`src/rtl/core/gf256_field_arith_unit_top_assert.svh`:
```
// Assertion macros shared by the GF(2^8) arithmetic unit RTL.
// Depends on a clk and an rst_n signal in the scope where a macro is used.
`ifndef GF256_FIELD_ARITH_UNIT_TOP_ASSERT_SVH
`define GF256_FIELD_ARITH_UNIT_TOP_ASSERT_SVH

`ifndef ASSERT_OFF

// The consequent must hold in the same cycle as the antecedent.
`define GFAU_ASSERT_SAME(label, ante, cons) \
    label: assert property (@(posedge clk) disable iff (!rst_n) (ante) |-> (cons)) \
        else $error("gfau assertion failed");

// The consequent must hold in the cycle after the antecedent.
`define GFAU_ASSERT_NEXT(label, ante, cons) \
    label: assert property (@(posedge clk) disable iff (!rst_n) (ante) |=> (cons)) \
        else $error("gfau assertion failed");

`else

`define GFAU_ASSERT_SAME(label, ante, cons)
`define GFAU_ASSERT_NEXT(label, ante, cons)

`endif

`endif

```
`src/rtl/core/gfau_pkg.sv`:
```
// Types, constants and field helpers for the GF(2^8) arithmetic unit.
// No dependencies; used by the interfaces, the cell and the top level.
package gfau_pkg;

    localparam int GF_BITS     = 8;
    localparam int GF_IDX_W    = 3;
    localparam int NUM_CELLS   = GF_BITS;

    localparam logic [GF_BITS-1:0] GF_REDUCE  = 8'h1b;
    localparam logic [GF_BITS-1:0] GF_TOPBIT  = 8'h80;
    localparam logic [GF_BITS-1:0] GF_INV_EXP = 8'd254;
    localparam logic [GF_BITS-1:0] GF_ONE     = 8'h01;
    localparam logic [GF_BITS-1:0] GF_ZERO    = 8'h00;

    typedef enum logic [1:0] {
        OP_ADD = 2'd0,
        OP_MUL = 2'd1,
        OP_INV = 2'd2
    } gfau_op_t;

    typedef logic [GF_BITS-1:0] gf_byte_t;

    // Work carried from cell to cell: acc is the running result, term is the
    // doubled multiplicand or the repeatedly squared base.
    typedef struct packed {
        gfau_op_t op;
        gf_byte_t acc;
        gf_byte_t term;
        gf_byte_t b;
    } gfau_cell_t;

    function automatic gf_byte_t gf_xtime(input gf_byte_t x);
        gf_byte_t d;
        d = {x[GF_BITS-2:0], 1'b0};
        if ((x & GF_TOPBIT) != GF_ZERO)
            d = d ^ GF_REDUCE;
        return d;
    endfunction

    function automatic gf_byte_t gf_mul(input gf_byte_t a, input gf_byte_t b);
        gf_byte_t acc;
        gf_byte_t term;
        acc  = GF_ZERO;
        term = a;
        for (int i = 0; i < GF_BITS; i++)
        begin
            if (b[i])
                acc = acc ^ term;
            term = gf_xtime(term);
        end
        return acc;
    endfunction

endpackage

```
`src/rtl/core/gfau_req_if.sv`:
```
// Request channel of the GF(2^8) arithmetic unit: opcode and two bytes.
// Depends on gfau_pkg for the field width.
interface gfau_req_if import gfau_pkg::*; ();
    logic                 valid;
    logic                 ready;
    logic [1:0]           opcode;
    logic [GF_BITS-1:0]   operand_a;
    logic [GF_BITS-1:0]   operand_b;

    modport source (output valid, output opcode, output operand_a, output operand_b,
                    input ready);
    modport sink   (input valid, input opcode, input operand_a, input operand_b,
                    output ready);
endinterface

```
`src/rtl/core/gfau_rsp_if.sv`:
```
// Result channel of the GF(2^8) arithmetic unit: one result byte.
// Depends on gfau_pkg for the field width.
interface gfau_rsp_if import gfau_pkg::*; ();
    logic                 valid;
    logic                 ready;
    logic [GF_BITS-1:0]   result_byte;

    modport source (output valid, output result_byte, input ready);
    modport sink   (input valid, input result_byte, output ready);
endinterface

```
`src/rtl/core/gf256_field_arith_unit_top.sv`:
```
// Top level of the GF(2^8) arithmetic unit (AES field, x^8+x^4+x^3+x+1).
// Depends on gfau_pkg, gfau_req_if, gfau_rsp_if, gfau_cell and the assert header.
//
//   channel   direction   payload                          handshake
//   req       in          opcode, operand_a, operand_b     valid / ready
//   rsp       out         result_byte                      valid / ready
//
// A request enters a row of eight cells, one per bit of the field element, and
// its result leaves the last cell once it has passed the register of every cell.
// Unless stalled the row takes one request per cycle, paced by each cell's register.
// Each cell has its own valid bit, so a stalled result only holds the cells that
// are full behind it and empty cells keep taking requests.
// Reset clears the valid bits only; no data register is reset.
`include "gf256_field_arith_unit_top_assert.svh"

module gf256_field_arith_unit_top import gfau_pkg::*; (
    input  logic  clk,
    input  logic  rst_n,
    gfau_req_if.sink   req,
    gfau_rsp_if.source rsp
);

    // Link i feeds cell i; link NUM_CELLS is the output of the last cell.
    logic       link_valid [0:NUM_CELLS];
    logic       link_ready [0:NUM_CELLS];
    gfau_cell_t link_data  [0:NUM_CELLS];

    // Seed the chain. Multiply starts from a zero accumulator and doubles
    // operand_a once per cell; inverse starts from one and squares operand_a
    // once per cell, multiplying in wherever the exponent 254 has a one.
    // Add is finished here and simply rides through the cells, and the
    // unused opcode leaves a zero accumulator that no cell touches.
    always_comb
    begin
        link_data[0].op   = gfau_op_t'(req.opcode);
        link_data[0].term = req.operand_a;
        link_data[0].b    = req.operand_b;
        case (req.opcode)
            OP_ADD:  link_data[0].acc = req.operand_a ^ req.operand_b;
            OP_MUL:  link_data[0].acc = GF_ZERO;
            OP_INV:  link_data[0].acc = GF_ONE;
            default: link_data[0].acc = GF_ZERO;
        endcase
    end

    assign link_valid[0] = req.valid;
    assign req.ready     = link_ready[0];

    for (genvar i = 0; i < NUM_CELLS; i++)
    begin : g_cell
        gfau_cell #(
            .STAGE (i)
        ) u_cell (
            .clk      (clk),
            .rst_n    (rst_n),
            .up_valid (link_valid[i]),
            .up_ready (link_ready[i]),
            .up_data  (link_data[i]),
            .dn_valid (link_valid[i+1]),
            .dn_ready (link_ready[i+1]),
            .dn_data  (link_data[i+1])
        );
    end

    assign rsp.valid        = link_valid[NUM_CELLS];
    assign link_ready[NUM_CELLS] = rsp.ready;
    assign rsp.result_byte  = link_data[NUM_CELLS].acc;

    // An empty first cell must always take a request.
    `GFAU_ASSERT_SAME(a_first_cell_ready, !link_valid[1], req.ready)

    // An accepted request fills the first cell.
    `GFAU_ASSERT_NEXT(a_accept_fills, req.valid && req.ready, link_valid[1])

    // Addition is complete as soon as the request lands in the first cell.
    `GFAU_ASSERT_NEXT(a_add_seeded, req.valid && req.ready && req.opcode == OP_ADD,
        link_data[1].acc == $past(req.operand_a ^ req.operand_b))

    // The squared base is zero only for a zero operand, whose inverse is zero.
    `GFAU_ASSERT_SAME(a_inv_zero,
        rsp.valid && link_data[NUM_CELLS].op == OP_INV &&
        link_data[NUM_CELLS].term == GF_ZERO,
        rsp.result_byte == GF_ZERO)

endmodule

```
`src/rtl/core/gfau_cell.sv`:
```
// One cell of the arithmetic chain: a single shift-and-add or square-and-multiply
// step followed by a register stage with its own valid/ready. Depends on gfau_pkg.
module gfau_cell import gfau_pkg::*; #(
    parameter int STAGE = 0
) (
    input  logic       clk,
    input  logic       rst_n,
    input  logic       up_valid,
    output logic       up_ready,
    input  gfau_cell_t up_data,
    output logic       dn_valid,
    input  logic       dn_ready,
    output gfau_cell_t dn_data
);

    localparam logic [GF_IDX_W-1:0] STAGE_IDX = STAGE[GF_IDX_W-1:0];
    localparam logic                EXP_BIT   = GF_INV_EXP[STAGE_IDX];

    logic       valid_reg;
    logic       valid_next;
    gfau_cell_t data_reg;
    gfau_cell_t data_next;

    assign up_ready = !valid_reg || dn_ready;

    always_comb
    begin
        data_next = up_data;
        case (up_data.op)
            OP_MUL:
            begin
                if (up_data.b[STAGE_IDX])
                    data_next.acc = up_data.acc ^ up_data.term;
                data_next.term = gf_xtime(up_data.term);
            end
            OP_INV:
            begin
                if (EXP_BIT)
                    data_next.acc = gf_mul(up_data.acc, up_data.term);
                data_next.term = gf_mul(up_data.term, up_data.term);
            end
            default:
            begin
                data_next = up_data;
            end
        endcase
    end

    assign valid_next = up_ready ? up_valid : valid_reg;

    always_ff @(posedge clk or negedge rst_n)
    begin
        if (!rst_n)
            valid_reg <= 1'b0;
        else
            valid_reg <= valid_next;
    end

    always_ff @(posedge clk)
    begin
        if (up_valid && up_ready)
            data_reg <= data_next;
    end

    assign dn_valid = valid_reg;
    assign dn_data  = data_reg;

endmodule

```
`src/flat_wrapper.sv`:
```
// flat-port wrapper written by rule: the top's interface ports become plain ports
module gf256_field_arith_unit_top_flat import gfau_pkg::*;
  (clk, rst_n, req_valid, req_opcode, req_operand_a, req_operand_b, req_ready, rsp_valid, rsp_result_byte, rsp_ready);
  gfau_req_if req_i ();
  gfau_rsp_if rsp_i ();
  input  logic clk;
  input  logic rst_n;
  input wire logic [$bits(req_i.valid)-1:0] req_valid;
  input wire logic [$bits(req_i.opcode)-1:0] req_opcode;
  input wire logic [$bits(req_i.operand_a)-1:0] req_operand_a;
  input wire logic [$bits(req_i.operand_b)-1:0] req_operand_b;
  output wire logic [$bits(req_i.ready)-1:0] req_ready;
  output wire logic [$bits(rsp_i.valid)-1:0] rsp_valid;
  output wire logic [$bits(rsp_i.result_byte)-1:0] rsp_result_byte;
  input wire logic [$bits(rsp_i.ready)-1:0] rsp_ready;
  assign req_i.valid = req_valid;
  assign req_i.opcode = req_opcode;
  assign req_i.operand_a = req_operand_a;
  assign req_i.operand_b = req_operand_b;
  assign req_ready = req_i.ready;
  assign rsp_valid = rsp_i.valid;
  assign rsp_result_byte = rsp_i.result_byte;
  assign rsp_i.ready = rsp_ready;
  gf256_field_arith_unit_top u_core (.clk(clk), .rst_n(rst_n), .req(req_i), .rsp(rsp_i));
endmodule
```
`config.mk`:
```
export PLATFORM = sky130hd
export DESIGN_NAME = gf256_field_arith_unit_top_flat
export DESIGN_NICKNAME = d
export VERILOG_FILES = /design/src/rtl/core/gfau_pkg.sv /design/src/rtl/core/gfau_req_if.sv /design/src/rtl/core/gfau_rsp_if.sv /design/src/rtl/core/gf256_field_arith_unit_top.sv /design/src/rtl/core/gfau_cell.sv /design/src/flat_wrapper.sv
export VERILOG_INCLUDE_DIRS = /design/src /design/src/rtl/core
export SDC_FILE = /design/constraint.sdc
export NUM_CORES = 1
export LEC_CHECK = 0
export BUFFER_PORTS_ARGS = -buffer_cell sky130_fd_sc_hd__buf_2
export CAP_MARGIN = 20
export CORE_UTILIZATION = 30
export DETAILED_ROUTE_END_ITERATION = 16
export PLACE_DENSITY = 0.49
export REMOVE_ABC_BUFFERS = 1
export SLEW_MARGIN = 20
export SYNTH_ARGS = -nofsm -noshare
export SYNTH_HDL_FRONTEND = slang
export SYNTH_SLANG_ARGS = --single-unit
export TNS_END_PERCENT = 5
```
`constraint.sdc`:
```
create_clock -name clk -period 3.95 [get_ports clk]
set_clock_uncertainty 0.05 [all_clocks]
set_input_delay 0.395 -clock clk [delete_from_list [all_inputs] [get_ports clk]]
set_output_delay 0.395 -clock clk [all_outputs]
set_load 0.05 [all_outputs]
```
==> impl_metrics.env <==
export IMPL_async_flop_share_pct=4.71
export IMPL_cts_path_max_buffers=2
export IMPL_gr_total_overflow=0
export IMPL_finalMaxSlewViolations=0
export IMPL_grt_max_degree=37
export IMPL_avgSynthCellArea_um2=7.90
export IMPL_fin_crit_sh_pct=73.7
export IMPL_path_buf_inv=1
export IMPL_use_met3_pct=2.38
export IMPL_firstDrtPassIters=5
export IMPL_cp_start_kind="register"
export IMPL_cts_htree_levels=4
export IMPL_hold_violations=0
export IMPL_crit_start="u_core.g_cell[7].u_cell.dn_valid$_DFFE_PN0P_"
export IMPL_drc=0
export IMPL_clk_pin_slew_ps=70
export IMPL_routed_wirelength_um=61200
export IMPL_yosys_warnings=0
export IMPL_die_w_um=271
export IMPL_slowest_delay_ps=510
export IMPL_r2r_slack_ps=1090
export IMPL_ys_flop_type="edfxtp_1"
export IMPL_gp_congestion=0.865
export IMPL_initial_core_util_pct=30.4
export IMPL_cts_tree="done"
export IMPL_cts_sinks=170
export IMPL_ys_seq_area_share_pct=23.3
export IMPL_drtAntennaViolNets=0
export IMPL_drt_iter0_markers=1236
export IMPL_pin_count=32
export IMPL_end_kind="primary output"
export IMPL_fin_crit_ps=2910
export IMPL_tightest_slew_ps=1080
export IMPL_max_freq_mhz=343
export IMPL_ys_seq_elements=170
export IMPL_cts_root_buf="clkbuf_16"
export IMPL_ys_types=71
export IMPL_status="finished, final reports clean"
export IMPL_totalNegativeSetupSlack_ps=0
export IMPL_setup_viol=0
export IMPL_grt_pass1_vias=17600
export IMPL_crit_slowest_cell="nor2_1"
export IMPL_dpl_hpwl_um=43200
export IMPL_grt_pass1_wl_um=98400
export IMPL_rows=98
export IMPL_hold_slack_ps=114
export IMPL_grtUsageTotal_pct=16.5
export IMPL_diodes=0
export IMPL_numCtsBuffers=17
export IMPL_arrival_ps=2470
export IMPL_fin_ws_ps=1040
export IMPL_die_height_um=271
export IMPL_cap_violations=0
export IMPL_insertion_delay_ps=460
export IMPL_grt_busiest_layer="met2"
export IMPL_core_mm2=0.0716
export IMPL_cts_resized_gates=0
export IMPL_critPathTopFamily="simple AND/OR/NAND/NOR gates"
export IMPL_hold_class="in -> reg"
export IMPL_netlist_area_mm2=0.0218
export IMPL_layout_area_overhead_vs_synth_pct=5.36
export IMPL_preCtsSetupSlack_ps=1090
export IMPL_synth_edf_count=162
export IMPL_cts_hold_buffers=1
export IMPL_cp_required_ps=3500
export IMPL_path_class="reg -> out"
export IMPL_via_per_inst=5.09
export IMPL_grt_use_met2_pct=27.4
export IMPL_crit_fanout=6
export IMPL_slew_headroom_pct=28.0
export IMPL_die_area_mm2=0.0737
export IMPL_crit_chain="nor2b_1 > nand3_1 > nor2_1 > nand4_1 > buf_2"
export IMPL_fin_nets=2645
export IMPL_r2r_start="u_core.g_cell[0].u_cell.dn_data[21]$_DFFE_PP_"
export IMPL_gr_usage_met1_pct=21.7
export IMPL_antenna_found_initial=0
export IMPL_vias=18100
export IMPL_post_drt_wl_per_cell_um=17.2
export IMPL_rsz0062_at_grt="no"
export IMPL_postSynthCellCount=2756
export IMPL_min_from="req_opcode[1]"
export IMPL_port_buffers=31
export IMPL_cts_setup_buffers=0
export IMPL_drive_above_1_share_pct=5.84
==> Yosys cell counts (all sizes together), types with 4 or more instances <==
master	count	area share, %
xor2	229	9.6
nor2b	37	1.1
and3	10	0.29
nor3	14	0.32
xnor3	13	1.3
o21ai	126	2.9
nor2	108	1.9
o221ai	37	1.5
nand2b	45	1.3
clkbuf	130	2.2
a2111oi	4	0.16
a211oi	19	0.66
mux2i	44	2.0
and2	10	0.29
o211ai	9	0.31
a32oi	18	0.72
a21boi	15	0.52
mux2	6	0.31
inv	62	1.1
nand3	21	0.48
buf	137	3.1
nand2	537	9.3
or2	4	0.11
dfrtp	8	0.92
edfxtp	162	22
a22oi	48	1.7
ha	31	1.8
a21oi	180	4.1
a21o	34	1.2
o22ai	21	0.60
xnor2	547	22
a31oi	9	0.26
a221oi	24	0.97
nor3b	11	0.38
xor3	6	0.67
==> cells in the final DEF, fill, tap and decap left out, types with 11 or more instances in the layout <==
cell type / n
xor2_1: 219
mux2i_1: 44
xnor3_1: 13
nor2_1: 108
a32oi_1: 18
o22ai_1: 21
nand2b_1: 45
ha_1: 31
a221oi_1: 24
nand2_1: 537
nor3b_1: 11
a22oi_1: 48
o21ai_0: 81
nor2b_1: 36
nor3_1: 14
a21o_1: 34
buf_4: 51
inv_1: 52
edfxtp_1: 162
a21oi_1: 180
xnor2_1: 543
o21ai_1: 45
nand3_1: 21
buf_2: 31
clkbuf_16: 17
o221ai_1: 36
a211oi_1: 19
a21boi_0: 14
==> cell type report <==
| class | count | area [µm²] |
|---|---|---|
| inverter | 62 | 233 |
| sequential | 170 | 5060 |
| tap | 950 | 1190 |
| clock buffer | 18 | 429 |
| multi-input combinational | 2257 | 15300 |
| fill | 7610 | 48700 |
| timing repair buffer | 84 | 563 |
| clock inverter | 13 | 119 |
==> sequential cells by signal, indices dropped and copies added (netlist names) <==
register and flops:
u_core.g_cell.u_cell.dn_valid 8, u_core.g_cell.u_cell.dn_data 162
==> per-layer routing <==
metal / part of all wire [%] / routed length (µm) / vias up
met2: 48 / 29200 / 392
met4: 1.9 / 1180 / 0
met1: 46 / 28300 / 8736
met3: 4.1 / 2500 / 69
met5: 0 / 0 / -
li1: - / - / 8884
==> path summary, 6_finish.rpt <==
| kind | to | depth (start not counted) |
|---|---|---|
| max in group asynchronous | u_core.g_cell[3].u_cell.dn_valid$_DFFE_PN0P_ | 2 |
| hold reg to reg | u_core.g_cell[4].u_cell.dn_data[7]$_DFFE_PP_ | 0 |
| setup reg to reg | u_core.g_cell[1].u_cell.dn_data[19]$_DFFE_PP_ | 7 |
| setup / recovery | req_ready | 5 |
| min in group asynchronous | u_core.g_cell[1].u_cell.dn_valid$_DFFE_PN0P_ | 2 |
| hold / removal | u_core.g_cell[0].u_cell.dn_data[25]$_DFFE_PP_ | 1 |
==> through the flow <==
step                      instance area (µm²)  utilization, %  std cells
after floorplan                         20600               -       2489
after global placement                  22400            31.2       3521
after detailed placement                22400            31.2       3521
after CTS                               22900            32.0       3553
after global routing                    22900            32.0       3554
final                                   22900            32.0       3554
==> worst register-to-register path: cells and delay by family (launching register included) <==
family,cells,cell delay (ps)
flops,1,810
simple gates,1,70
xor+xnor,5,1560
compound gates,1,120
==> logic make-up (layout without fill, tap and decap cells) <==
family	after synthesis	count (layout)	synth area share (%)
compound gates	574	574	16.8
xor+xnor	795	795	33.8
fa+ha+maj	31	31	1.78
buf+inv	329	177	6.37
flops	170	170	23.3
mux	50	50	2.33
simple gates	807	807	15.7
Power is not shown: default switching activity piles up to over one toggle a cycle in this logic, so the estimate is an artifact.
